## config.mk

```make
export PLATFORM = sky130hd
export DESIGN_NAME = abm_ram
export DESIGN_NICKNAME = d
export VERILOG_FILES = /design/src/rtl/core/abm_ram.sv
export SDC_FILE = /design/constraint.sdc
export NUM_CORES = 2
export LEC_CHECK = 0
export BUFFER_PORTS_ARGS = -buffer_cell sky130_fd_sc_hd__buf_2
export CAP_MARGIN = 20
export CORE_UTILIZATION = 40
export CTS_CLUSTER_SIZE = 16
export DETAILED_ROUTE_END_ITERATION = 10
export PLACE_DENSITY_LB_ADDON = 0.1
export SETUP_SLACK_MARGIN = 0.4
export SLEW_MARGIN = 20
export SYNTH_ARGS = -nofsm -noshare
export SYNTH_HDL_FRONTEND = slang
export SYNTH_SLANG_ARGS = --single-unit
```

## constraint.sdc

```tcl
create_clock -name clk_i -period 7.3 [get_ports clk_i]
set_input_delay 1.46 -clock clk_i [delete_from_list [all_inputs] [get_ports clk_i]]
set_output_delay 1.46 -clock clk_i [all_outputs]
set_load 0.05 [all_outputs]
```

## src/rtl/core/abm_ram.sv

```systemverilog
// Generic single-write, single-read RAM with registered read data.
`default_nettype none

module abm_ram #(
  parameter int unsigned WIDTH = 64,
  parameter int unsigned DEPTH = 64,
  localparam int unsigned AW   = (DEPTH > 1) ? $clog2(DEPTH) : 1
) (
  input  wire logic             clk_i,
  input  wire logic             we_i,
  input  wire logic [AW-1:0]    waddr_i,
  input  wire logic [WIDTH-1:0] wdata_i,
  input  wire logic             re_i,
  input  wire logic [AW-1:0]    raddr_i,
  output logic      [WIDTH-1:0] rdata_o
);

  logic [WIDTH-1:0] mem_q [DEPTH];

  always_ff @(posedge clk_i) begin
    if (we_i) begin
      mem_q[waddr_i] <= wdata_i;
    end
    if (re_i) begin
      rdata_o <= mem_q[raddr_i];
    end
  end

endmodule

`default_nettype wire

```

==> out/results.tsv <==
stage	metric	value	unit
outcome	outcome	completed	
routing	drt_wl_total	478	mm
grt	grt_overflow_total	0	
clock_network	post_cts_resize_count	0	
routing	drt-initial-drc-count	8611	
critical_path	path_cells	buf_8 -> and2_4 -> buf_12 -> a22oi_1 -> and3_1 -> a211oi_1	
critical_path	cp.required	7.98	ns
routing	dr_total_vias	75200	
critical_path	arrival	4.71	ns
logic_synthesis	synth_cell_type_count	32	
clock_network	cts_hold_buf	0	
sta	finalCritPeriodShare	55.2	%
clock_network	cts.clk_slew.worst_paths	0.06	ns
routing	via_per_inst	5.95	
clock_network	clock_path_buffers	4	
sta	setup_viol	0	
grt	antenna_found_initial	34	
critical_path	max_stage_delay	0.62	ns
clock_network	clk_latency	0.97	ns
clock_network	cts_buffers	436	
critical_path	critPathBufInv	2	
place	place_congestion	0.756	
floorplanning	chipWidth	628	um
place	io_buffer_count	142	
floorplanning	start_util	40.3	%
logic_synthesis	yosys.area.top_type	edfxtp_1	
grt	grt_pass1_vias	76900	
grt	grt_max_degree	93	
clock_network	cts_setup_buffers	0	
grt	grt_pass1_wl	655	mm
sta	hold_viol_final	0	
critical_path	cp_top_family	buffers and inverters	
sta	maxSlewHeadroom	24.2	%
logic_synthesis	synth_area_per_cell	23.8	sq um
place	placed_cell_area	0.166	sq mm
layout	layout_commonest_cell	edfxtp_1	
pwr	power_density	281	mW/mm^2
logic_synthesis	synth_top_area_share	79.6	%
routing	wl_per_cell	37.8	um
clock_network	cts_tree	done	
logic_synthesis	synth_async_sr_flop_share	0	%
sta	slew_viol_final	0	
job	cap_violations	0	
logic_synthesis	ys_warn_count	0	
sta	tightest_slew	1.13	ns
critical_path	path_class	input pin to flip-flop	
layout	final_core_utilization	46.1	%
logic_synthesis	ys.flop_type	edfxtp_1	
clock_network	cts-root-buf	clkbuf_16	
sta	min_period	4.03	ns
logic_synthesis	synth.area.top_cells	edfxtp_1, mux4_2, mux2i_1	
critical_path	cp-start-kind	input pin	
pwr	total_power	50.6	mW
sta	rsz0062_at_grt	no	
critical_path	cp_max_fo	79	
clock_network	h-tree-depth	5	
sta	max_freq	0.248	GHz
critical_path	endpoint_kind	flip-flop	
sta	fin_tns_setup	0	ns
floorplanning	placementRows	229	
logic_synthesis	synth_edf_count	4160	
logic_synthesis	synth-seq-cells	4160	
place	hpwl	253	mm
pwr	p_leak	55.5	nW
grt	gr-usage-all-layers	24.1	%
pwr	irDropWorstVdd	224	uV
layout	drive_above_1_share	28.6	%
floorplanning	die_area	0.395	sq mm
routing	drtAntennaViolNets	0	
sta	finalClockSkew	0.0291	ns
logic_synthesis	syn-num-nets	6677	
floorplanning	die_h	628	um
sta	hold_ws	0.904	ns
logic_synthesis	syn_area	0.157	sq mm
clock_network	cts.sinks	4160	
layout	stdcell_area	0.180	sq mm
logic_synthesis	syn_inst	6598	
routing	dr.pass1.iters	5	
layout	final_cell_mix	edfxtp_1, mux4_2, clkbuf_16	
layout	area_growth_syn_to_layout	14.4	%
logic_synthesis	yosysSeqAreaShare	79.6	%
routing	drc	0	
hold_path	hold_path_class	flip-flop to flip-flop	
layout	nets	7130	
critical_path	slowest_stage	a211oi_1	
floorplanning	top_level_ports	143	
floorplanning	core-area	0.390	sq mm
## logic make-up after synthesis
| family | Yosys count | synth area share (%) |
|---|---|---|
| AOI/OAI and AO/OA | 504 | 2.47 |
| and+or+nand+nor | 386 | 1.23 |
| DFF | 4160 | 79.6 |
| buffers and inverters | 389 | 1.18 |
| muxes | 1159 | 15.6 |
## final cells by class
cell class | count | area (sq um)
multi-input cells | 2049 | 30800
diodes | 14 | 35.0
clock inverters | 273 | 2330
fillers | 32200 | 210000
inverters | 19 | 71.3
well taps | 5197 | 6500
clock buffers | 532 | 11400
flip-flops and latches | 4160 | 125000
repair buffers | 385 | 3610
## per-stage QoR
stage / setup slack, ns / cells
after floorplan: 0.404 / 6598
after global placement: 2.41 / 11800
after detailed placement: 2.42 / 11800
after CTS: 3.46 / 12600
after global routing: 3.31 / 12600
final: 3.27 / 12600
## path summary, 6_finish.rpt
| kind | start | end | slack [ns] | depth (start not counted) |
|---|---|---|---|---|
| setup / recovery | raddr_i[2] | rdata_o[4] | 3.27 | 6 |
| hold reg to reg | mem_q[38][46] | rdata_o[46] | 0.90 | 4 |
| setup reg to reg | mem_q[36][40] | rdata_o[40] | 5.04 | 4 |
| hold / removal | mem_q[38][46] | rdata_o[46] | 0.90 | 4 |
## flip-flops by register name (all words and copies together) (netlist names)
register  flops
mem_q      4096
rdata_o      64
## layer usage
metal	GRT usage [%]	share of wire [%]
met1	33.6	42
met2	40.3	50
met3	3.37	5.6
met4	5.37	2.3
met5	0	0.0071
## cell usage after synthesis (all sizes together) (2+ instances only)
library cell  count
a211oi           63
a22o             88
a22oi           168
a2bb2oi          19
a31oi            18
a41oi            26
and2              3
and3             64
buf             230
clkbuf          140
edfxtp         4160
inv              19
mux2i           135
mux4           1024
nand2            58
nand2b           11
nand3            45
nand3b            2
nand4             2
nor2            112
nor2b            28
nor3              2
o221ai           38
o22ai            83
or2              28
or3              29
## power by group
group	switching, mW	internal (mW)	total (mW)	leakage [nW]
clock network	9.28	12.3	21.5	6.70
registers	0.0891	26.5	26.6	37.5
logic	1.59	0.825	2.41	11.3
total	11.0	39.6	50.6	55.5
## worst reg2reg max path, stage by stage, from the launching register on
cell and delay [ns]:
edfxtp_1 0.37, mux4_2 0.46, or3_1 0.38, a41oi_1 0.45, a211oi_1 0.25
Note: power is estimated with default switching activity, not from simulation.
