--- src/rtl/core/abm_pkg.sv ---
// Shared types, codes and constants of the adjacency bit matrix.
`default_nettype none

package abm_pkg;

  localparam int unsigned ABM_MAX_NODES = 64;
  localparam int unsigned NODE_W        = 6;
  localparam int unsigned COUNT_W       = 7;
  localparam int unsigned TYPE_W        = 2;
  localparam logic [COUNT_W-1:0] NODE_COUNT_RESET = 7'd64;

  // Request kinds carried in tuser.
  typedef enum logic [TYPE_W-1:0] {
    REQ_LINK  = 2'd0,
    REQ_QUERY = 2'd1,
    REQ_LIST  = 2'd2
  } abm_req_e;

  typedef enum logic [2:0] {
    ST_IDLE,
    ST_RD,
    ST_WR_A,
    ST_WR_B,
    ST_QUERY,
    ST_SCAN,
    ST_EMIT
  } abm_state_e;

  // One result word.
  typedef struct packed {
    logic              status;
    logic              linked;
    logic [NODE_W-1:0] neighbor;
    logic              neighbor_valid;
    logic              last;
  } abm_res_t;

  // Result handed from the sequencer to the output register.
  typedef struct packed {
    logic     valid;
    abm_res_t res;
  } abm_emit_t;

endpackage

`default_nettype wire

--- src/rtl/core/abm_seq.sv ---
// Request sequencer: row read-modify-write, query and neighbour row scan.
`default_nettype none

module abm_seq #(
  parameter int unsigned MAX_NODES = abm_pkg::ABM_MAX_NODES,
  localparam int unsigned AW       = (MAX_NODES > 1) ? $clog2(MAX_NODES) : 1
) (
  input  wire logic                         clk_i,
  input  wire logic                         rst_ni,
  input  wire logic                         in_valid_i,
  output logic                              in_ready_o,
  input  wire logic [abm_pkg::TYPE_W-1:0]   req_type_i,
  input  wire logic [abm_pkg::NODE_W-1:0]   node_a_i,
  input  wire logic [abm_pkg::NODE_W-1:0]   node_b_i,
  input  wire logic [abm_pkg::COUNT_W-1:0]  max_nbr_i,
  input  wire logic [abm_pkg::COUNT_W-1:0]  node_count_i,
  input  wire logic                         out_free_i,
  output abm_pkg::abm_emit_t                emit_o,
  output logic                              ram_we_o,
  output logic      [AW-1:0]                ram_waddr_o,
  output logic      [MAX_NODES-1:0]         ram_wdata_o,
  output logic                              ram_re_o,
  output logic      [AW-1:0]                ram_raddr_o,
  input  wire logic [MAX_NODES-1:0]         ram_rdata_i
);

  import abm_pkg::*;

  abm_state_e           state_q, state_d;
  logic [TYPE_W-1:0]    type_q, type_d;
  logic [NODE_W-1:0]    a_q, a_d, b_q, b_d;
  logic [COUNT_W-1:0]   maxn_q, maxn_d;
  logic [COUNT_W-1:0]   idx_q, idx_d;
  logic [COUNT_W-1:0]   found_q, found_d;
  logic [NODE_W-1:0]    pend_q, pend_d;
  logic                 pend_valid_q, pend_valid_d;
  abm_res_t             res_q, res_d;
  logic                 rvalid_q, rvalid_d;
  logic [MAX_NODES-1:0] row_valid_q, row_valid_d;

  logic [COUNT_W-1:0]   cnt;
  logic [MAX_NODES-1:0] row;
  logic [MAX_NODES-1:0] bit_a, bit_b;
  logic                 range_err;
  logic                 scan_done;
  abm_res_t             ok_res;

  // Counts above the matrix size act as the matrix size.
  assign cnt = (node_count_i > COUNT_W'(MAX_NODES)) ? COUNT_W'(MAX_NODES) : node_count_i;

  // A row never written reads as empty.
  assign row = rvalid_q ? ram_rdata_i : '0;

  always_comb begin
    bit_a = '0;
    bit_b = '0;
    bit_a[a_q[AW-1:0]] = 1'b1;
    bit_b[b_q[AW-1:0]] = 1'b1;
  end

  assign range_err = ({1'b0, node_a_i} >= cnt) ||
                     ((req_type_i != REQ_LIST) && ({1'b0, node_b_i} >= cnt));
  assign scan_done = (idx_q == cnt) || (found_q == maxn_q);
  assign in_ready_o = (state_q == ST_IDLE);

  always_comb begin
    ok_res        = '0;
    ok_res.last   = 1'b1;
  end

  always_comb begin
    state_d      = state_q;
    type_d       = type_q;
    a_d          = a_q;
    b_d          = b_q;
    maxn_d       = maxn_q;
    idx_d        = idx_q;
    found_d      = found_q;
    pend_d       = pend_q;
    pend_valid_d = pend_valid_q;
    res_d        = res_q;
    row_valid_d  = row_valid_q;
    emit_o       = '0;
    ram_we_o     = 1'b0;
    ram_waddr_o  = a_q[AW-1:0];
    ram_wdata_o  = row | bit_b;
    ram_re_o     = 1'b0;
    ram_raddr_o  = a_q[AW-1:0];

    case (state_q)
      ST_IDLE: begin
        if (in_valid_i) begin
          type_d       = req_type_i;
          a_d          = node_a_i;
          b_d          = node_b_i;
          maxn_d       = max_nbr_i;
          idx_d        = '0;
          found_d      = '0;
          pend_valid_d = 1'b0;
          case (req_type_i)
            REQ_LINK, REQ_QUERY, REQ_LIST: begin
              if (range_err) begin
                res_d        = ok_res;
                res_d.status = 1'b1;
                state_d      = ST_EMIT;
              end else begin
                state_d = ST_RD;
              end
            end
            default: state_d = ST_IDLE;
          endcase
        end
      end
      ST_RD: begin
        ram_re_o = 1'b1;
        case (type_q)
          REQ_LINK:  state_d = ST_WR_A;
          REQ_QUERY: state_d = ST_QUERY;
          default:   state_d = ST_SCAN;
        endcase
      end
      ST_WR_A: begin
        // write row a and fetch row b in the same cycle
        ram_we_o    = 1'b1;
        ram_waddr_o = a_q[AW-1:0];
        ram_wdata_o = row | bit_b;
        row_valid_d[a_q[AW-1:0]] = 1'b1;
        ram_re_o    = 1'b1;
        ram_raddr_o = b_q[AW-1:0];
        state_d     = ST_WR_B;
      end
      ST_WR_B: begin
        ram_we_o    = 1'b1;
        ram_waddr_o = b_q[AW-1:0];
        ram_wdata_o = row | bit_a;
        row_valid_d[b_q[AW-1:0]] = 1'b1;
        res_d       = ok_res;
        state_d     = ST_EMIT;
      end
      ST_QUERY: begin
        res_d        = ok_res;
        res_d.linked = row[b_q[AW-1:0]];
        state_d      = ST_EMIT;
      end
      ST_SCAN: begin
        if (scan_done) begin
          res_d                = ok_res;
          res_d.neighbor       = pend_valid_q ? pend_q : '0;
          res_d.neighbor_valid = pend_valid_q;
          state_d              = ST_EMIT;
        end else if (row[idx_q[AW-1:0]]) begin
          // a new hit releases the previous one, which is then known not last
          if (!pend_valid_q || out_free_i) begin
            emit_o.valid              = pend_valid_q;
            emit_o.res.neighbor       = pend_q;
            emit_o.res.neighbor_valid = 1'b1;
            pend_d       = NODE_W'(idx_q);
            pend_valid_d = 1'b1;
            found_d      = found_q + 1'b1;
            idx_d        = idx_q + 1'b1;
          end
        end else begin
          idx_d = idx_q + 1'b1;
        end
      end
      ST_EMIT: begin
        if (out_free_i) begin
          emit_o.valid = 1'b1;
          emit_o.res   = res_q;
          state_d      = ST_IDLE;
        end
      end
      default: state_d = ST_IDLE;
    endcase
  end

  assign rvalid_d = ram_re_o ? row_valid_q[ram_raddr_o] : rvalid_q;

  always_ff @(posedge clk_i or negedge rst_ni) begin
    if (!rst_ni) begin
      state_q      <= ST_IDLE;
      row_valid_q  <= '0;
      rvalid_q     <= 1'b0;
      pend_valid_q <= 1'b0;
      idx_q        <= '0;
      found_q      <= '0;
    end else begin
      state_q      <= state_d;
      row_valid_q  <= row_valid_d;
      rvalid_q     <= rvalid_d;
      pend_valid_q <= pend_valid_d;
      idx_q        <= idx_d;
      found_q      <= found_d;
    end
  end

  always_ff @(posedge clk_i) begin
    type_q <= type_d;
    a_q    <= a_d;
    b_q    <= b_d;
    maxn_q <= maxn_d;
    pend_q <= pend_d;
    res_q  <= res_d;
  end

`ifndef SYNTHESIS
  a_emit_free: assert property (@(posedge clk_i) disable iff (!rst_ni)
    emit_o.valid |-> out_free_i) else $error("result offered to a full output register");

  a_write_state: assert property (@(posedge clk_i) disable iff (!rst_ni)
    ram_we_o |-> (state_q == ST_WR_A || state_q == ST_WR_B))
    else $error("row write outside a link");

  a_scan_bound: assert property (@(posedge clk_i) disable iff (!rst_ni)
    (state_q == ST_SCAN) |-> (idx_q <= cnt)) else $error("scan ran past node count");

  a_found_le_idx: assert property (@(posedge clk_i) disable iff (!rst_ni)
    found_q <= idx_q) else $error("more hits than indices scanned");

  a_last_idle: assert property (@(posedge clk_i) disable iff (!rst_ni)
    (emit_o.valid && emit_o.res.last) |=> (state_q == ST_IDLE))
    else $error("final word did not end the request");
`endif

endmodule

`default_nettype wire

--- config.mk ---
export PLATFORM = sky130hd
export DESIGN_NAME = abm_seq
export DESIGN_NICKNAME = d
export VERILOG_FILES = /design/src/rtl/core/abm_pkg.sv /design/src/rtl/core/abm_seq.sv
export SDC_FILE = /design/constraint.sdc
export NUM_CORES = 1
export LEC_CHECK = 0
export ABC_AREA = 1
export CORE_MARGIN = 4
export CORE_UTILIZATION = 50
export CTS_CLUSTER_SIZE = 10
export DETAILED_ROUTE_END_ITERATION = 8
export DONT_BUFFER_PORTS = 1
export PLACE_DENSITY = 0.65
export SLEW_MARGIN = 10
export SYNTH_ARGS = -nofsm -noshare
export SYNTH_HDL_FRONTEND = slang
export SYNTH_SLANG_ARGS = --single-unit
--- constraint.sdc ---
create_clock -name clk_i -period 5.8 [get_ports clk_i]
set_input_delay 0.29 -clock clk_i [delete_from_list [all_inputs] [get_ports clk_i]]
set_output_delay 0.29 -clock clk_i [all_outputs]
set_load 0.01 [all_outputs]
==> metrics.txt <==
Rows 49; Fin Setup TNS 0 ns; NumNets Final 1536; via count 10500; Worst EP arrival ~3.3 ns; Global Route Usage Sum 0.357; Max-slew headroom 0.153; hold_buf cts 23; Worst-path clk slew 0.07 ns; WP depth 12; Yosys cell types 45; number of synthesized register bits between 100 and 150; fin area approximately 10000 um2; failing checks design-rule violations; r2r worst-path depth 13; dpl hpwl 27900 um; peak supply drop around 240 uV; share of cells above drive strength 1 0.0612; Post-synth EDFFs 36; Max stage delay cell, worst path dfrtp_1; Root Buffer clkbuf_16; initial antenna violation count 1; Async S/R FF share, synth 0.697; Startpoint Class flop; Die ar. around 21000 um2; worst r2r src state_q[2]; total CTS buffers 17; Filler cells between 1500 and 2000; post-CTS resize count 0; Final Skew between 0.01 and 0.015 ns; Ys Warns 0; vias per cell about 6.3; global-route wire length before repair approximately 60000 um; reg2reg setup slack around 2.5 ns; fmax ~280 MHz; clk_lat worst skew around 0.44 ns; worst-path cell chain clkinv_1, o211ai_1, nand3_1, nand3_1, nand2_1, nand2_1, nand2_1, inv_2, nand2_4, nor2_8, nand2_4, o21ai_2; Period Utilization, post-route 0.625; postcts setup bufs 0; WL final ~39000 um; Mapped Cells roughly 1400; setup violators final 0; I/O pin cnt 186; Worst path top cell family by delay flip-flops; dpl cell area between 9000 and 10000 um2; Slew @ Worst Pin ~1.3 ns; Max-cap violations 0; Worst Setup SP idx_q[1]; DRC errors left 4; vias in the first global route ~9900; Starting Density 0.517; Worst EP required roughly 5.5 ns; First-pass DRT Iterations 8; worst hold stages 2; Hold Path End state_q[2]; Setup Crit Path Kind flop to primary output; CTS tree built; pwr/cell area ~450 nW/um2; Worst path max stage delay 0.83 ns; FF-to-FF End rvalid_q; die height about 150 um; core area approximately 18000 um2; mapped cell area around 9400 um2; largest net degree at the start of global routing 84; RSZ-0062 raised after global routing false; Worst Setup End Kind primary output; Layout area overhead 9.03%; grt ovf 0; iteration-0 DRC count of the detailed router approximately 1600; Avg Cell Area, Syn approximately 6.5 um2; crit-path max FO 22; Port Buffers 0; Final Wtd Congestion roughly 1.0; Hold WC Path Type input pin to flop; Die W 145 um; syn_nets around 1600; Routed WL per cell between 20 and 25 um; fin util 0.563; ys flop type dfrtp_1; max-slew violations 0; H-tree depth 4; Leakage 0.00483 uW; Worst Path Buf+Inv 2; clk sink count between 100 and 150; post-synthesis sequential area ratio 0.335; status complete, but fails checks; Final min period 3.62 ns; Max Buffers Root-to-Sink 2; min-delay src in_valid_i; crit-path most repeated cell nand2_1; Post-DRT Antenna Nets 0; Final Hold Vio Count 0
==> cells by family (layout without fill, tap and decap cells) <==
family | count (synthesis) | count (layout) | synth area share
and+or+nand+nor | 912 | 912 | 0.426
xor gates and xnor gates | 19 | 19 | 0.0176
buffers and inverters | 239 | 230 | 0.104
other | 0 | 2 | 0
AOI/OAI and AO/OA | 145 | 145 | 0.0994
adders and majority gates | 14 | 14 | 0.0186
DFF | 119 | 119 | 0.335
==> metrics by stage <==
stage / total power [uW] / hold WS [ns] / setup WS, ns / cells
floorplan: 2910 / -0.00559 / 3.56 / 1448
global route: 4890 / 0.0572 / 1.99 / 1669
global placement: 3480 / -0.000544 / 2.72 / 1613
detailed placement: 3500 / -0.000757 / 2.68 / 1613
CTS: 4560 / 0.0575 / 2.21 / 1668
finish: 4640 / 0.0640 / 2.18 / 1670
==> worst register-to-register path: cells and delay by family, from the launching register on <==
kind	cells	cell delay, ns
compound gates	1	0.45
simple gates	8	0.88
flops	1	0.45
buf+inv	4	1.39
==> layout by cell type (no fill, tap or decap), types with 14 or more instances in the layout <==
cell type      instances
a21oi_1               33
clkbuf_16             17
dfrtp_1               82
dlygate4sd3_1         22
edfxtp_1              36
ha_1                  14
inv_1                144
nand2_1              400
nand3_1              356
nor2_1               117
o211ai_1              21
o21ai_0               29
o31ai_1               19
==> cell usage after synthesis, drive strengths merged, types with 6 or more instances <==
master	instances	share of area
buf	29	0.021
dfrtp	83	0.22
a21oi	33	0.017
a22oi	8	0.0064
o21ai	46	0.030
clkbuf	48	0.019
nand2	405	0.16
o31ai	19	0.015
ha	14	0.019
o211ai	21	0.017
xor2	13	0.012
o22ai	7	0.0046
nor3	11	0.0058
inv	156	0.062
nor2	120	0.049
nand3b	6	0.0048
nand3	360	0.19
edfxtp	36	0.11
xnor2	6	0.0056
clkinv	6	0.0024
nand4	8	0.0069
==> worst max-delay path by stage <==
| stage | to |
|---|---|
| 6_report | emit_o[3] |
| 5_1_grt | emit_o[3] |
| 4_1_cts | emit_o[3] |
| 3_5_place_dp | emit_o[3] |
| 3_3_place_gp | res_q[3] |
| 2_1_floorplan | res_q[1] |
==> where the power goes <==
part | switching (uW) | total, uW | leakage (uW) | internal [uW]
Clock | 454 | 1040 | 0.000261 | 589
Sequential | 167 | 1330 | 0.00144 | 1160
Combinational | 1720 | 2270 | 0.00313 | 554
==> sequential cells by signal, indices dropped and copies added (netlist names) <==
| name | count |
|---|---|
| pend_q | 6 |
| rvalid_q | 1 |
| row_valid_q | 64 |
| found_q | 7 |
| idx_q | 7 |
| pend_valid_q | 1 |
| type_q | 2 |
| res_q | 9 |
| b_q | 6 |
| state_q | 3 |
| a_q | 6 |
| maxn_q | 7 |
==> area by class of cell <==
type | count | area (um2) | area share
antenna | 2 | 5.00 | 0.000486
clock buffer | 17 | 425 | 0.0413
clock inverter | 15 | 130 | 0.0126
inverter | 162 | 608 | 0.0591
multi-input combinational | 1090 | 5330 | 0.518
sequential | 119 | 3160 | 0.307
tap | 229 | 287 | 0.0278
timing repair buffer | 36 | 345 | 0.0336
==> routing by layer <==
| metal | up-vias | wire length [um] | global-route usage |
|---|---|---|---|
| met5 | - | 0 | 0 |
| met4 | 0 | 2120 | 0.162 |
| met3 | 151 | 5300 | 0.123 |
| met2 | 731 | 17000 | 0.545 |
| met1 | 4846 | 14400 | 0.458 |
| li1 | 4767 | - | - |
No activity file was read; power rests on OpenSTA's default activity.
